### src/hw/rtl/i2cmw_pkg.sv
// Shared types and constants for the I2C write master.
// Used by i2cmw_timer, i2cmw_ctrl and i2c_master_write_core.
`default_nettype none

package i2cmw_pkg;

  localparam int unsigned ADDR_W      = 7;
  localparam int unsigned LEN_W       = 16;
  localparam int unsigned BYTE_W      = 8;
  localparam int unsigned BIT_IDX_W   = 4;
  localparam int unsigned STATUS_W    = 2;
  localparam int unsigned CFG_IDX_W   = 2;
  localparam int unsigned CFG_DATA_W  = 16;

  localparam int unsigned DEF_TICK_WIDTH  = 16;
  localparam int unsigned DEF_COUNT_WIDTH = 8;

  localparam logic [LEN_W-1:0] RESET_HALF_BIT   = 16'd250;
  localparam logic [LEN_W-1:0] RESET_START_HOLD = 16'd3750;
  localparam logic [BIT_IDX_W-1:0] BITS_PER_BYTE = 4'd8;

  localparam logic [STATUS_W-1:0] ST_OK        = 2'd0;
  localparam logic [STATUS_W-1:0] ST_ADDR_NACK = 2'd1;
  localparam logic [STATUS_W-1:0] ST_DATA_NACK = 2'd2;

  typedef enum logic [CFG_IDX_W-1:0] {
    CFG_TARGET_ADDR = 2'd0,
    CFG_HALF_BIT    = 2'd1,
    CFG_START_HOLD  = 2'd2
  } cfg_idx_t;

  typedef enum logic [3:0] {
    PH_IDLE       = 4'd0,
    PH_WAIT_BUS   = 4'd1,
    PH_START_SDA  = 4'd2,
    PH_START_HOLD = 4'd3,
    PH_BIT_LOW    = 4'd4,
    PH_BIT_HIGH   = 4'd5,
    PH_ACK_LOW    = 4'd6,
    PH_ACK_HIGH   = 4'd7,
    PH_LOAD       = 4'd8,
    PH_STOP_LOW   = 4'd9,
    PH_STOP_SCL   = 4'd10,
    PH_STOP_SDA   = 4'd11,
    PH_DONE       = 4'd12
  } phase_t;

  typedef struct packed {
    logic              sda_level;
    logic              scl_level;
    logic              go;
    logic [BYTE_W-1:0] byte_count;
    logic              byte_valid;
    logic [BYTE_W-1:0] data_byte;
  } in_item_t;

  typedef struct packed {
    logic                scl_pull_low;
    logic                sda_pull_low;
    logic                want_byte;
    logic                busy_res;
    logic                done_res;
    logic [STATUS_W-1:0] status;
  } out_item_t;

  // phase timer request from the controller
  typedef struct packed {
    logic             run;
    logic [LEN_W-1:0] len;
  } timer_req_t;

endpackage

`default_nettype wire

### src/hw/rtl/i2cmw_timer.sv
// Phase tick counter: counts ticks of a timed phase and flags its last tick.
// Depends on i2cmw_pkg.
`default_nettype none

module i2cmw_timer #(
  parameter int unsigned TICK_WIDTH = i2cmw_pkg::DEF_TICK_WIDTH
) (
  input  wire                     clk,
  input  wire                     rst_n,
  input  wire                     step,
  input  i2cmw_pkg::timer_req_t   req,
  output logic                    elapsed
);
  import i2cmw_pkg::*;

  localparam int unsigned LW = ((TICK_WIDTH > LEN_W) ? TICK_WIDTH : LEN_W) + 1;

  logic [TICK_WIDTH-1:0] tick_r, tick_nxt;
  logic [LW-1:0]         lim;
  logic [LW-1:0]         cap;
  logic [LW-1:0]         tick_p1;

  // zero length counts as one tick, lengths past the counter range clip
  always_comb begin
    cap = LW'(1) << TICK_WIDTH;
    lim = LW'(req.len);
    if (lim == '0) lim = LW'(1);
    if (lim > cap) lim = cap;
    tick_p1  = LW'(tick_r) + LW'(1);
    elapsed  = (tick_p1 >= lim);
    tick_nxt = tick_r;
    if (step && req.run) begin
      tick_nxt = elapsed ? '0 : tick_p1[TICK_WIDTH-1:0];
    end
  end

  always_ff @(posedge clk) begin
    if (!rst_n) begin
      tick_r <= '0;
    end else begin
      tick_r <= tick_nxt;
    end
  end

endmodule

`default_nettype wire

### src/hw/rtl/i2cmw_ctrl.sv
// Transfer sequencer: phase state machine, bit shifter, byte count and status.
// Depends on i2cmw_pkg; paired with i2cmw_timer for phase lengths.
`default_nettype none

module i2cmw_ctrl #(
  parameter int unsigned COUNT_WIDTH = i2cmw_pkg::DEF_COUNT_WIDTH
) (
  input  wire                               clk,
  input  wire                               rst_n,
  input  wire                               step,
  input  i2cmw_pkg::in_item_t               item,
  input  wire [i2cmw_pkg::ADDR_W-1:0]       target_address,
  input  wire [i2cmw_pkg::LEN_W-1:0]        half_bit_ticks,
  input  wire [i2cmw_pkg::LEN_W-1:0]        start_hold_ticks,
  input  wire                               elapsed,
  output i2cmw_pkg::timer_req_t             treq,
  output i2cmw_pkg::out_item_t              res
);
  import i2cmw_pkg::*;

  phase_t                 phase_r, phase_nxt;
  logic [BIT_IDX_W-1:0]   bit_idx_r, bit_idx_nxt, bit_idx_inc;
  logic [BYTE_W-1:0]      shift_r, shift_nxt;
  logic [COUNT_WIDTH-1:0] bytes_left_r, bytes_left_nxt;
  logic [STATUS_W-1:0]    code_r, code_nxt;
  logic                   data_phase_r, data_phase_nxt;
  logic                   bit_low;

  assign bit_low     = ~shift_r[BYTE_W-1];
  assign bit_idx_inc = bit_idx_r + BIT_IDX_W'(1);

  // line outputs are a function of the phase and, in the bit phases, of the shifter MSB
  always_comb begin
    res        = '0;
    res.status = code_r;
    res.busy_res = 1'b1;
    treq.run = 1'b0;
    treq.len = (phase_r == PH_START_HOLD) ? start_hold_ticks : half_bit_ticks;
    unique case (phase_r)
      PH_IDLE:       res.busy_res = 1'b0;
      PH_WAIT_BUS:   ;
      PH_START_SDA:  begin
        res.sda_pull_low = 1'b1;
        treq.run = 1'b1;
      end
      PH_START_HOLD: begin
        res.sda_pull_low = 1'b1;
        res.scl_pull_low = 1'b1;
        treq.run = 1'b1;
      end
      PH_BIT_LOW:    begin
        res.scl_pull_low = 1'b1;
        res.sda_pull_low = bit_low;
        treq.run = 1'b1;
      end
      PH_BIT_HIGH:   begin
        res.sda_pull_low = bit_low;
        treq.run = 1'b1;
      end
      PH_ACK_LOW:    begin
        res.scl_pull_low = 1'b1;
        treq.run = 1'b1;
      end
      PH_ACK_HIGH:   treq.run = 1'b1;
      PH_LOAD:       begin
        res.scl_pull_low = 1'b1;
        res.want_byte = 1'b1;
      end
      PH_STOP_LOW:   begin
        res.scl_pull_low = 1'b1;
        res.sda_pull_low = 1'b1;
        treq.run = 1'b1;
      end
      PH_STOP_SCL:   begin
        res.sda_pull_low = 1'b1;
        treq.run = 1'b1;
      end
      PH_STOP_SDA:   treq.run = 1'b1;
      default: begin
        res.busy_res = 1'b0;
        res.done_res = 1'b1;
      end
    endcase
  end

  always_comb begin
    phase_nxt      = phase_r;
    bit_idx_nxt    = bit_idx_r;
    shift_nxt      = shift_r;
    bytes_left_nxt = bytes_left_r;
    code_nxt       = code_r;
    data_phase_nxt = data_phase_r;
    if (step) begin
      unique case (phase_r)
        PH_IDLE: begin
          if (item.go) begin
            bytes_left_nxt = COUNT_WIDTH'(item.byte_count);
            code_nxt       = ST_OK;
            data_phase_nxt = 1'b0;
            phase_nxt      = PH_WAIT_BUS;
          end
        end
        PH_WAIT_BUS: begin
          if (item.sda_level && item.scl_level) phase_nxt = PH_START_SDA;
        end
        PH_START_SDA: begin
          if (elapsed) phase_nxt = PH_START_HOLD;
        end
        PH_START_HOLD: begin
          if (elapsed) begin
            data_phase_nxt = 1'b0;
            shift_nxt      = {target_address, 1'b0};  // R/W = write
            bit_idx_nxt    = '0;
            phase_nxt      = PH_BIT_LOW;
          end
        end
        PH_BIT_LOW: begin
          if (elapsed) phase_nxt = PH_BIT_HIGH;
        end
        PH_BIT_HIGH: begin
          if (elapsed) begin
            shift_nxt   = {shift_r[BYTE_W-2:0], 1'b0};
            bit_idx_nxt = bit_idx_inc;
            phase_nxt   = (bit_idx_inc >= BITS_PER_BYTE) ? PH_ACK_LOW : PH_BIT_LOW;
          end
        end
        PH_ACK_LOW: begin
          if (elapsed) phase_nxt = PH_ACK_HIGH;
        end
        PH_ACK_HIGH: begin
          if (elapsed) begin
            priority if (item.sda_level) begin
              code_nxt  = data_phase_r ? ST_DATA_NACK : ST_ADDR_NACK;
              phase_nxt = PH_STOP_LOW;
            end else if (bytes_left_r == '0) begin
              phase_nxt = PH_STOP_LOW;
            end else begin
              phase_nxt = PH_LOAD;
            end
          end
        end
        PH_LOAD: begin
          if (item.byte_valid) begin
            bytes_left_nxt = bytes_left_r - COUNT_WIDTH'(1);
            data_phase_nxt = 1'b1;
            shift_nxt      = item.data_byte;
            bit_idx_nxt    = '0;
            phase_nxt      = PH_BIT_LOW;
          end
        end
        PH_STOP_LOW: begin
          if (elapsed) phase_nxt = PH_STOP_SCL;
        end
        PH_STOP_SCL: begin
          if (elapsed) phase_nxt = PH_STOP_SDA;
        end
        PH_STOP_SDA: begin
          if (elapsed) phase_nxt = PH_DONE;
        end
        default: phase_nxt = PH_IDLE;
      endcase
    end
  end

  always_ff @(posedge clk) begin
    if (!rst_n) begin
      phase_r      <= PH_IDLE;
      bit_idx_r    <= '0;
      shift_r      <= '0;
      bytes_left_r <= '0;
      code_r       <= ST_OK;
      data_phase_r <= 1'b0;
    end else begin
      phase_r      <= phase_nxt;
      bit_idx_r    <= bit_idx_nxt;
      shift_r      <= shift_nxt;
      bytes_left_r <= bytes_left_nxt;
      code_r       <= code_nxt;
      data_phase_r <= data_phase_nxt;
    end
  end

endmodule

`default_nettype wire

### src/hw/rtl/i2c_master_write_core.sv
// I2C write master, one request per clock tick carrying the sampled SDA/SCL
// levels and the go / byte handshake; each request yields one result with
// the open-drain pull controls, byte request, busy, done pulse and status.
// A request enters an input register, the sequencer and phase timer act
// on it combinationally, and the result lands in an output register: one
// request per cycle sustained while the output register is free or being
// read. While a result waits in the output register, one more request
// can enter the input register; the input then stalls until the result
// is taken. SCL timing is set purely by the tick counts in the
// configuration registers (no clock stretching).
// Write configuration only while no transfer is in progress.
// Depends on i2cmw_pkg, i2cmw_timer and i2cmw_ctrl.
`default_nettype none

module i2c_master_write_core #(
  parameter int unsigned TICK_WIDTH  = i2cmw_pkg::DEF_TICK_WIDTH,
  parameter int unsigned COUNT_WIDTH = i2cmw_pkg::DEF_COUNT_WIDTH
) (
  input  wire                                clk,
  input  wire                                rst_n,
  input  wire                                in_valid,
  output logic                               in_ready,
  input  i2cmw_pkg::in_item_t                in_data,
  output logic                               out_valid,
  input  wire                                out_ready,
  output i2cmw_pkg::out_item_t               out_data,
  input  wire                                cfg_we,
  input  wire [i2cmw_pkg::CFG_IDX_W-1:0]     cfg_index,
  input  wire [i2cmw_pkg::CFG_DATA_W-1:0]    cfg_wdata
);
  import i2cmw_pkg::*;

  logic              s1_valid_r;
  in_item_t          s1_item_r;
  logic              out_valid_r;
  out_item_t         out_data_r;
  logic              step;

  logic [ADDR_W-1:0] target_addr_r;
  logic [LEN_W-1:0]  half_bit_r;
  logic [LEN_W-1:0]  start_hold_r;

  timer_req_t        treq;
  logic              elapsed;
  out_item_t         res;

  assign step      = s1_valid_r && (!out_valid_r || out_ready);
  assign in_ready  = !s1_valid_r || step;
  assign out_valid = out_valid_r;
  assign out_data  = out_data_r;

  always_ff @(posedge clk) begin
    if (!rst_n) begin
      target_addr_r <= '0;
      half_bit_r    <= RESET_HALF_BIT;
      start_hold_r  <= RESET_START_HOLD;
    end else if (cfg_we) begin
      unique case (cfg_index)
        CFG_TARGET_ADDR: target_addr_r <= cfg_wdata[ADDR_W-1:0];
        CFG_HALF_BIT:    half_bit_r    <= cfg_wdata[LEN_W-1:0];
        CFG_START_HOLD:  start_hold_r  <= cfg_wdata[LEN_W-1:0];
        default: ;
      endcase
    end
  end

  // input register
  always_ff @(posedge clk) begin
    if (!rst_n) begin
      s1_valid_r <= 1'b0;
    end else if (in_ready) begin
      s1_valid_r <= in_valid;
    end
  end

  always_ff @(posedge clk) begin
    if (in_ready && in_valid) begin
      s1_item_r <= in_data;
    end
  end

  i2cmw_timer #(
    .TICK_WIDTH (TICK_WIDTH)
  ) u_timer (
    .clk     (clk),
    .rst_n   (rst_n),
    .step    (step),
    .req     (treq),
    .elapsed (elapsed)
  );

  i2cmw_ctrl #(
    .COUNT_WIDTH (COUNT_WIDTH)
  ) u_ctrl (
    .clk              (clk),
    .rst_n            (rst_n),
    .step             (step),
    .item             (s1_item_r),
    .target_address   (target_addr_r),
    .half_bit_ticks   (half_bit_r),
    .start_hold_ticks (start_hold_r),
    .elapsed          (elapsed),
    .treq             (treq),
    .res              (res)
  );

  // result register
  always_ff @(posedge clk) begin
    if (!rst_n) begin
      out_valid_r <= 1'b0;
    end else if (step) begin
      out_valid_r <= 1'b1;
    end else if (out_ready) begin
      out_valid_r <= 1'b0;
    end
  end

  always_ff @(posedge clk) begin
    if (step) begin
      out_data_r <= res;
    end
  end

`ifndef SYNTH
  a_done_not_busy: assert property (@(posedge clk) disable iff (!rst_n)
    out_valid_r && out_data_r.done_res |-> !out_data_r.busy_res)
    else $error("done pulse while busy");

  a_want_holds_scl: assert property (@(posedge clk) disable iff (!rst_n)
    out_valid_r && out_data_r.want_byte |-> out_data_r.scl_pull_low)
    else $error("byte request with SCL released");

  a_idle_releases: assert property (@(posedge clk) disable iff (!rst_n)
    out_valid_r && !out_data_r.busy_res |->
      !out_data_r.scl_pull_low && !out_data_r.sda_pull_low)
    else $error("bus driven while not busy");

  a_no_stall_ready: assert property (@(posedge clk) disable iff (!rst_n)
    (!out_valid_r || out_ready) |-> in_ready)
    else $error("input stalled with free result register");

  a_step_loads: assert property (@(posedge clk) disable iff (!rst_n)
    step |=> out_valid_r)
    else $error("processed request did not produce a result");
`endif

endmodule

`default_nettype wire

### config.mk
export PLATFORM = sky130hd
export DESIGN_NAME = i2c_master_write_core
export DESIGN_NICKNAME = d
export VERILOG_FILES = /design/src/hw/rtl/i2cmw_pkg.sv /design/src/hw/rtl/i2cmw_timer.sv /design/src/hw/rtl/i2cmw_ctrl.sv /design/src/hw/rtl/i2c_master_write_core.sv
export SDC_FILE = /design/constraint.sdc
export NUM_CORES = 1
export LEC_CHECK = 0
export ABC_CLOCK_PERIOD_IN_PS = 4920
export BUFFER_PORTS_ARGS = -buffer_cell sky130_fd_sc_hd__buf_2
export CAP_MARGIN = 0
export CORE_ASPECT_RATIO = 1.75
export CORE_UTILIZATION = 60
export DETAILED_ROUTE_END_ITERATION = 10
export HOLD_SLACK_MARGIN = 0.03
export PLACE_DENSITY = 0.8
export SYNTH_ARGS = -nofsm -noshare
export SYNTH_HDL_FRONTEND = slang
export SYNTH_HIERARCHICAL = 1
export SYNTH_SLANG_ARGS = --single-unit
### constraint.sdc
create_clock -name clk -period 4.92 [get_ports clk]
set_input_delay 0.738 -clock clk [delete_from_list [all_inputs] [get_ports clk]]
set_output_delay 0.738 -clock clk [all_outputs]
set_load 0.05 [all_outputs]
# Word level (Yosys, flattened, before mapping)
# Index checks and enable logic that the tools add are counted.
[op_classes] n_addsub=3 order_cmp=3 eq_ne=26 n_mux=48 bitwise_logic=1 reduce_logical=31
[ops] cell="$mux W4" count=16
[ops] cell="$mux W16" count=3
[ops] cell="$pmux W4 S12" count=1
[ops] cell="$mux W8" count=5
[ops] cell="$ne A2 B2 Y1 const B" count=12
[ops] cell="$pmux W8 S3" count=1
[ops] cell="$add A16 B1 Y17 const B" count=1
[ops] cell="$ge A17 B17 Y1" count=1
[ops] cell="$gt A16 B17 Y1 const B" count=1
[ops] cell="$mux W17" count=1
[ops] cell="$eq A4 B3 Y1 const B" count=4
[ops] cell="$eq A4 B4 Y1 const B" count=4
[ops] cell="$logic_not A16 Y1" count=1
[ops] cell="$pmux W8 S2" count=1
[ops] cell="$reduce_and A5 Y1" count=3
[ops] cell="$reduce_and A13 Y1" count=1
[ops] cell="$pmux W4 S3" count=1
[ops] cell="$reduce_or A12 Y1" count=1
[ops] cell="$mux W1" count=11
[ops] cell="$reduce_or A11 Y1" count=1
[ops] cell="$mux W2" count=5
[ops] cell="$reduce_or A9 Y1" count=1
[ops] cell="$eq A4 B2 Y1 const B" count=2
[ops] cell="$logic_not A8 Y1" count=1
[ops] cell="other kinds (23)" count=33
[word_totals] reg_bits=111 input_bits=43 out_inout_bits=9 wordCells=136

# Depth between registers and ports, before layout
# Gate-level depths: netlist of the first run.
[logic_depth] ltp_word=9 ltp_mapped=18 depth_no_buf=15

# Modules after synthesis
# The synthesis of the first run kept the hierarchy.
[by_module_without_submodules] mod="i2c_master_write_core" n_inst=1 cells_each=196 area_each_um2=2464.9
[by_module_without_submodules] mod="i2cmw_ctrl" n_inst=1 cells_each=247 area_each_um2=2000.7
[by_module_without_submodules] mod="i2cmw_timer" n_inst=1 cells_each=190 area_each_um2=1386.3

# Worst setup path before layout of the first run
# No wires, ideal clock.
[synth_path] kind="reg2reg" start="register u_ctrl.phase_r[3]" end="register u_ctrl.phase_r[2]" setup_ns=0.101 arrival_ns=3.936 required_ns=4.819 path_slack_ns=0.883 path_stages_with_launch=19 path_buffers=3 synth_period_minus_slack_ns=4.037 cell_sequence="dfxtp_1 -> clkbuf_1 -> nand2b_1 -> nor2_1 -> buf_2 -> mux2_2 -> nor4_1 -> a41o_1 -> ha_1 -> nand4_1 -> nor4_1 -> nor2_1 -> o2111a_2 -> buf_6 -> inv_1 -> nor2b_1 -> a221o_1 -> or3_1 -> o41ai_1"
[synth_lines] item="from (decl)" line="i2cmw_ctrl.sv:21" source="phase_t phase_r, phase_nxt;"
[synth_lines] item="from (signal assigned)" line="i2cmw_ctrl.sv:174" source="phase_r <= phase_nxt;"

# Worst setup path in the final report of the first run
[layout_path] start="register u_timer.tick_r[0]" end="register u_ctrl.phase_r[0]"
[layout_between] elab_chain_cells=4
[layout_lines] item="from (decl)" line="i2cmw_timer.sv:18" source="logic [TICK_WIDTH-1:0] tick_r, tick_nxt;"
[layout_lines] item="from (signal assigned)" line="i2cmw_timer.sv:41" source="tick_r <= tick_nxt;"
[layout_lines] item="$add A16 B1 Y17 (*)" line="i2cmw_timer.sv:29" source="tick_p1 = LW'(tick_r) + LW'(1);"
[layout_lines] item="$ge A17 B17 Y1 (*)" line="i2cmw_timer.sv:30" source="elapsed = (tick_p1 >= lim);"
[layout_lines] item="net elapsed" line="i2c_master_write_core.sv:44" source="logic elapsed;"
[layout_lines] item="$ne A2 B2 Y1 (no line)"
[layout_lines] item="$reduce_and A13 Y1 (no line) (*)"
# Mark *: on every way through the listed nets, which the timed path passes. The rest lies on a longest branch.
# A chain may end at the register's enable or synchronous reset.

==> summary.txt, run 1 <==
Worst setup path
  – R2R Setup Slk: a little over 0.3 ns
  – Worst reg2reg path depth: 15
  – Worst setup path end: u_ctrl/phase_r[0]$_SDFFE_PN0P_
  – RR Endpoint: u_ctrl/phase_r[0]$_SDFFE_PN0P_
  – CP Data Required Time: 5.20 ns
  – WS Path Type: reg2reg
  – CP startpoint: u_timer/tick_r[0]$_SDFFE_PN0P_
  – Crit end category: register
  – Startpoint class of the critical path: register
  – CP Max Fanout: 11
  – Reg2reg start: u_timer/tick_r[0]$_SDFFE_PN0P_
  – CP Data Arrival Time: 4.89 ns

Final layout
  – Layout cell share with drive strength beyond 1: between 10% and 20%
  – Fill count: 740
  – Final nets: 720
  – Final instance count without filler cells: 784
  – Area Overhead vs Synth: 8.49%
  – N_diodes: 0

GRT
  – Total GRT Usage: 28.0%
  – Vias in the first global route: 4746
  – Top Usage Layer GRT: met2
  – Met1 usage: 30.4%
  – GR Layer Usage met3: 4.62%
  – Initial antenna violation count: 0
  – Largest net degree at the start of global routing: 57
  – Overflow after GRT: 0
  – Met2 Usage GRT: 51.2%
  – First-pass GRT wire length: 22.5 mm

Yosys
  – Post-synthesis sequential area ratio: 42.6%
  – Cells after Synth: 633
  – Number of synthesized flops with an enable pin: 27
  – Avg Inst Size Synth: 9.24 um2
  – Post-synth ARST share: 0%
  – Unique masters post-synth: 69
  – FF+latch count, synth: 111
  – Post-synth top flop: dfxtp_1
  – Cell area after synthesis: 5850 um2
  – Syn nets: roughly 700
  – Synthesis warning total: 6

Power and ir drop
  – Internal Power: between 1 and 1.5 mW
  – Maximum VDD drop: approximately 0.00022 V
  – P_sw: 0.459 mW
  – Leakage: 2.50 nW
  – Switching share of power: between 20% and 30%
  – Clock share of power: a little over a third
  – Gate power share: 9.6%
  – Seq pwr share: a little over half
  – PD cells: 289 nW/um2

Clocking
  – Post-CTS setup repair buffer count: 0
  – CTS H-tree depth: 3
  – TritonCTS clock tree: yes
  – Clock transition at path regs: 0.07 ns
  – Total CTS buffers: 9
  – CTS Hold Buffers Added: 0
  – Worst-skew pair later-pin latency: about 0.35 ns
  – Clock Tree Buf Depth: 2
  – Clock Sinks: around 110
  – CTS Root Cell: clkbuf_16
  – Post-cts sizing count: 0

Timing
  – Slew Limit Headroom: 19.0%
  – Worst Tran Pin Value: 1.22 ns
  – Setup-failing EPs final: 0
  – Minimum clock period: roughly 4.6 ns
  – Clock Skews: between 0.008 and 0.009 ns
  – Hold Fails Final Rpt: 0
  – Setup WS post-layout: 0.310 ns
  – Crit share post-route: 93.7%
  – Max frequency: 217 MHz
  – RSZ-0062 raised after global routing: no
  – Aggregate negative setup slack: 0 ns
  – Fin. max-slew vios: 0

Detailed routing
  – DR vias/cell: 6.34
  – Residual DRC: 0
  – DR WL/cell: about 18 um
  – Vias: 4969
  – First-pass detailed-route iteration total: 5
  – Detail Route Antenna Nets: 0
  – Initial DRC count: around 350
  – Final wirelength: 14.0 mm

Floorplan
  – Die area: 10200 um2
  – Die Y: 133 um
  – Die Wd: roughly 77 um
  – Core footprint: 9470 um2
  – I/O Pins: 52
  – Starting Density: between 60% and 70%
  – FP Rows: 47

Place
  – Post-detail-place hpwl: 10.1 mm
  – Place WS: 0.430 ns
  – # placed instances: ~770
  – RD Place Congestion: 1.01
  – Port bufs: 51

Outcome
  – Status: finished, final reports clean

Flow run
  – Max cap viols: 0

Hold path
  – HP Class: reg2reg
-- power by group through the flow --
| stage | Clock (mW) | Combinational (mW) | Sequential (mW) |
|---|---|---|---|
| floorplan | 0 | 0.122 | 1.01 |
| global placement | 0 | 0.165 | 1.01 |
| detailed placement | 0 | 0.171 | 1.01 |
| CTS | 0.673 | 0.173 | 0.990 |
| global route | 0.708 | 0.193 | 0.994 |
| finish | 0.666 | 0.177 | 0.991 |
-- metal layers --
layer / wire, um / part of all wire [%] / vias to the layer above
li1: - / - / 2351
met4: 681 / 4.9 / 0
met5: 0 / 0 / -
met3: 667 / 4.8 / 56
met2: 7450 / 53 / 206
met1: 5210 / 37 / 2356
-- critical path, cell delays in order (launching register included) --
cell      delay, ns
dfxtp_1        0.44
ha_1           0.28
nand3_2        0.15
or3_1          0.50
and2b_2        0.27
xor2_1         0.22
ha_1           0.28
nand4_1        0.14
nor2_1         0.08
o31ai_1        0.35
o2111a_2       0.43
inv_1          0.19
or4b_2         0.67
o21ai_0        0.12
or3_1          0.21
mux2i_1        0.19
-- cells in the final DEF, fill, tap and decap left out, types with 8 or more instances in the layout --
cell type / synthesis / final
dfxtp_1: 84 / 84
nand2_1: 74 / 74
buf_2: 11 / 51
a21oi_1: 42 / 41
inv_1: 35 / 35
mux2i_1: 35 / 35
nand3_1: 34 / 34
edfxtp_1: 27 / 27
nor2_1: 26 / 26
ha_1: 20 / 20
o21ai_0: 19 / 19
nor2b_1: 16 / 16
mux2_2: 16 / 16
nand4_1: 11 / 11
nand4b_1: 10 / 10
o211ai_1: 9 / 9
clkbuf_16: 0 / 9
xor2_1: 9 / 9
nor4_1: 8 / 8
-- registers in the layout, summed over array words and instances, names as in the netlist --
signal	flops
u_ctrl/data_phase_r	1
u_ctrl/shift_r	8
out_data	7
target_addr_r	7
u_ctrl/bytes_left_r	8
start_hold_r	16
out_valid	1
u_ctrl/code_r	2
u_timer/tick_r	16
u_ctrl/phase_r	4
half_bit_r	16
s1_valid_r	1
u_ctrl/bit_idx_r	4
s1_item_r	20
-- stage by stage --
step | power [mW] | util (%) | hold WS, ns | area (um2)
after floorplan | 1.13 | - | 0.402 | 5850
after global placement | 1.17 | 64.1 | 0.429 | 6070
after detailed placement | 1.18 | 64.1 | 0.417 | 6070
after CTS | 1.84 | 66.9 | 0.432 | 6340
after global routing | 1.89 | 67.1 | 0.441 | 6350
final | 1.83 | 67.1 | 0.430 | 6350
-- kinds of logic (layout without fill, tap and decap cells) --
group | Yosys count | count (layout) | synth area share, %
flops | 111 | 111 | 42.6
compound gates | 127 | 128 | 14.3
simple gates | 228 | 228 | 21.0
fa+ha+maj | 20 | 20 | 4.28
mux | 51 | 51 | 9.07
xor+xnor | 16 | 16 | 2.39
buf+inv | 80 | 108 | 6.35
-- worst min path at each step --
stage	startpoint	depth (start not counted)	slack [ns]	to
4_1_cts	u_ctrl/code_r[1]$_SDFFE_PN0P_	0	0.43	out_data[1]$_DFFE_PP_
3_5_place_dp	u_ctrl/code_r[1]$_SDFFE_PN0P_	0	0.42	out_data[1]$_DFFE_PP_
6_report	u_ctrl/code_r[1]$_SDFFE_PN0P_	0	0.43	out_data[1]$_DFFE_PP_
3_3_place_gp	u_ctrl/code_r[1]$_SDFFE_PN0P_	0	0.43	out_data[1]$_DFFE_PP_
2_1_floorplan	u_ctrl/code_r[0]$_SDFFE_PN0P_	0	0.40	out_data[0]$_DFFE_PP_
5_1_grt	u_ctrl/code_r[1]$_SDFFE_PN0P_	0	0.44	out_data[1]$_DFFE_PP_
-- cell usage after synthesis, types with 7 or more instances --
cell	n	share of area, %
nand4b_1	10	1.5
nand4_1	11	1.2
mux2i_1	35	6.0
buf_2	11	0.94
a22oi_1	7	0.90
a311oi_1	7	1.0
nand2_1	74	4.7
inv_1	35	2.2
a21oi_1	42	3.6
xor2_1	9	1.3
o21ai_0	19	1.6
mux2_2	16	3.1
dfxtp_1	84	29
nor2_1	26	1.7
xnor2_1	7	1.0
nor2b_1	16	1.7
clkbuf_1	22	1.4
buf_6	7	1.3
o211ai_1	9	1.2
edfxtp_1	27	14
nor4_1	8	0.86
ha_1	20	4.3
nand3_1	34	2.9
-- final cells by class --
cell class / count / area, um2 / area share (%)
clock buffers: 10 / 229 / 3.61
clock inverters: 6 / 37.5 / 0.591
inverters: 36 / 135 / 2.13
multi-input cells: 443 / 3010 / 47.4
flip-flops and latches: 111 / 2490 / 39.3
well taps: 122 / 153 / 2.40
repair buffers: 56 / 293 / 4.61
Note: power is estimated with default switching activity, not from simulation.
==> run 2: changes to the inputs <==
Settings changed: PLACE_DENSITY 0.8 to 0.82.
==> summary.txt, run 2 (synthesis results as in run 1) <==
Floorplan
  – Die Wd: 76.7 um (unchanged)
  – Die Y: 133 um (unchanged)
  – Core footprint: 9470 um2 (unchanged)
  – I/O Pins: 52 (unchanged)
  – Starting Density: 61.8% (unchanged)
  – Die area: 10200 um2 (unchanged)
  – FP Rows: 47 (unchanged)

Final layout
  – Layout cell share with drive strength beyond 1: 15.4% (+0.13 points)
  – Biggest register: s1_item_r
  – Area Overhead vs Synth: 8.64%
  – Fill count: 750 (+1.4%)
  – Final nets: 721 (+0.14%)
  – Largest register FFs: 20 (unchanged)
  – Most frequent cells in the layout: 84 x dfxtp_1, 74 x nand2_1, 51 x buf_2, 41 x a21oi_1
  – N_diodes: 0 (unchanged)
  – Area of the multi-input gates: 2990 um2 (-0.58%)
  – Commonest non-fill, non-tap cell in the layout: dfxtp_1
  – Sequential Area: 2490 um2 (unchanged)

Worst setup path
  – Crit end category: register
  – CP Data Required Time: 5.21 ns (about the same)
  – WS Path Type: reg2reg
  – CP Data Arrival Time: 4.85 ns (-0.04 ns)
  – CP Max Fanout: 21 (+10)
  – Startpoint class of the critical path: register

Timing
  – Aggregate negative setup slack: 0 ns (unchanged)
  – Max frequency: 219 MHz (+1.1%)
  – Setup-failing EPs final: 0 (unchanged)
  – Hold Fails Final Rpt: 0 (unchanged)
  – Minimum clock period: 4.56 ns (-0.0489 ns)
  – Slew Limit Headroom: 20.5% (+1.5 points)
  – Crit share post-route: 92.7% (-0.99 points)
  – Clock Skews: 0.00663 ns (-0.00210 ns)
  – Fin. max-slew vios: 0 (unchanged)
  – Setup WS post-layout: 0.359 ns (+0.0489 ns)
  – RSZ-0062 raised after global routing: no
  – Worst Tran Pin Value: 1.19 ns (-0.0227 ns)

Power and ir drop
  – Clock share of power: 37.0% (+0.7 points)
  – Switching share of power: 24.9% (-0.19 points)
  – Maximum VDD drop: 0.000196 V (-12%)
  – PD cells: 291 nW/um2 (+0.84%)
  – Seq pwr share: 53.4% (-0.7 points)
  – Gate power share: 9.6% (about the same)
  – Tot Pwr: 1.85 mW (+0.98%)
  – Leakage: 2.51 nW (+0.29%)
  – Internal Power: 1.39 mW (+1.2%)
  – P_sw: 0.460 mW (+0.22%)

GRT
  – First-pass GRT wire length: 23.4 mm (+4.0%)
  – Largest net degree at the start of global routing: 59 (+3.5%)
  – Initial antenna violation count: 0 (unchanged)
  – Overflow after GRT: 0 (unchanged)
  – Total GRT Usage: 29.2% (+1.1 points)
  – Vias in the first global route: 5040 (+6.2%)

Detailed routing
  – DR vias/cell: 6.37 (+0.58%)
  – Final wirelength: 14.1 mm (+0.95%)
  – Initial DRC count: 388 (+12%)
  – Residual DRC: 0 (unchanged)
  – Vias: 5004 (+0.70%)
  – First-pass detailed-route iteration total: 5 (unchanged)
  – Detail Route Antenna Nets: 0 (unchanged)
  – DR WL/cell: 18.0 um (+0.82%)

Clocking
  – Clock Tree Buf Depth: 2 (unchanged)
  – Post-CTS setup repair buffer count: 0 (unchanged)
  – Clock transition at path regs: 0.07 ns (about the same)
  – Clock Sinks: 111 (unchanged)
  – CTS Root Cell: clkbuf_16
  – CTS H-tree depth: 3 (unchanged)
  – Post-cts sizing count: 0 (unchanged)
  – CTS Hold Buffers Added: 0 (unchanged)
  – Worst-skew pair later-pin latency: 0.35 ns (about the same)
  – TritonCTS clock tree: yes
  – Total CTS buffers: 9 (unchanged)

Flow run
  – Max cap viols: 0 (unchanged)

Place
  – Post-detail-place hpwl: 10.1 mm (+0.33%)
  – Port bufs: 51 (unchanged)
  – Place WS: 0.509 ns (+0.0794 ns)
  – RD Place Congestion: 0.894 (-11%)

Outcome
  – Status: finished, final reports clean

Hold path
  – HP Class: reg2reg
-- run 2: cell type report --
| class | instances | area share, % |
|---|---|---|
| clock buffer | 12 | 3.88 |
| clock inverter | 4 | 0.492 |
| inverter | 36 | 2.13 |
| multi-input combinational | 442 | 47.1 |
| sequential | 111 | 39.2 |
| tap | 122 | 2.40 |
| timing repair buffer | 58 | 4.84 |
-- run 2: path summary, 6_finish.rpt --
path	startpoint	endpoint	slack, ns	depth (start not counted)
min	u_ctrl/code_r[1]$_SDFFE_PN0P_	out_data[1]$_DFFE_PP_	0.44	0
max	u_timer/tick_r[0]$_SDFFE_PN0P_	u_ctrl/phase_r[0]$_SDFFE_PN0P_	0.36	15
min reg2reg	u_ctrl/code_r[1]$_SDFFE_PN0P_	out_data[1]$_DFFE_PP_	0.44	0
max reg2reg	u_timer/tick_r[0]$_SDFFE_PN0P_	u_ctrl/phase_r[0]$_SDFFE_PN0P_	0.36	15
-- run 2: worst max-delay path, cell delays in order, from the launching register on --
cell      delay, ns
dfxtp_1        0.46
ha_1           0.28
nand3_2        0.16
or3_1          0.51
and2b_2        0.26
xor2_1         0.20
ha_1           0.28
nand4_1        0.15
nor2_1         0.07
o31ai_1        0.23
o2111a_2       0.51
inv_1          0.24
or4b_2         0.68
o21ai_0        0.10
or3_1          0.18
mux2i_1        0.18
-- run 2: power groups by stage --
stage	Combinational, mW	Clock (mW)	Sequential (mW)
floorplan	0.122	0	1.01
global placement	0.168	0	1.01
detailed placement	0.174	0	1.01
CTS	0.176	0.692	0.988
global route	0.194	0.730	0.992
finish	0.178	0.685	0.988
-- run 2: metal layers --
| metal | vias to the layer above | wire (um) | track usage (%) | part of all wire [%] |
|---|---|---|---|---|
| li1 | 2352 | - | - | - |
| met1 | 2405 | 5200 | 29.8 | 37 |
| met2 | 192 | 7600 | 53.9 | 54 |
| met3 | 55 | 568 | 4.14 | 4.0 |
| met4 | 0 | 772 | 19.9 | 5.5 |
| met5 | - | 0 | 0 | 0 |
-- run 2: metrics by stage --
| step | instance area (um2) | std cells | hold WS, ns | util, % |
|---|---|---|---|---|
| finish | 6360 | 785 | 0.441 | 67.1 |
| detailed placement | 6080 | 769 | 0.422 | 64.2 |
| global route | 6360 | 785 | 0.444 | 67.1 |
| global placement | 6080 | 769 | 0.412 | 64.2 |
| CTS | 6360 | 785 | 0.439 | 67.1 |
| floorplan | 5850 | 633 | 0.402 | - |
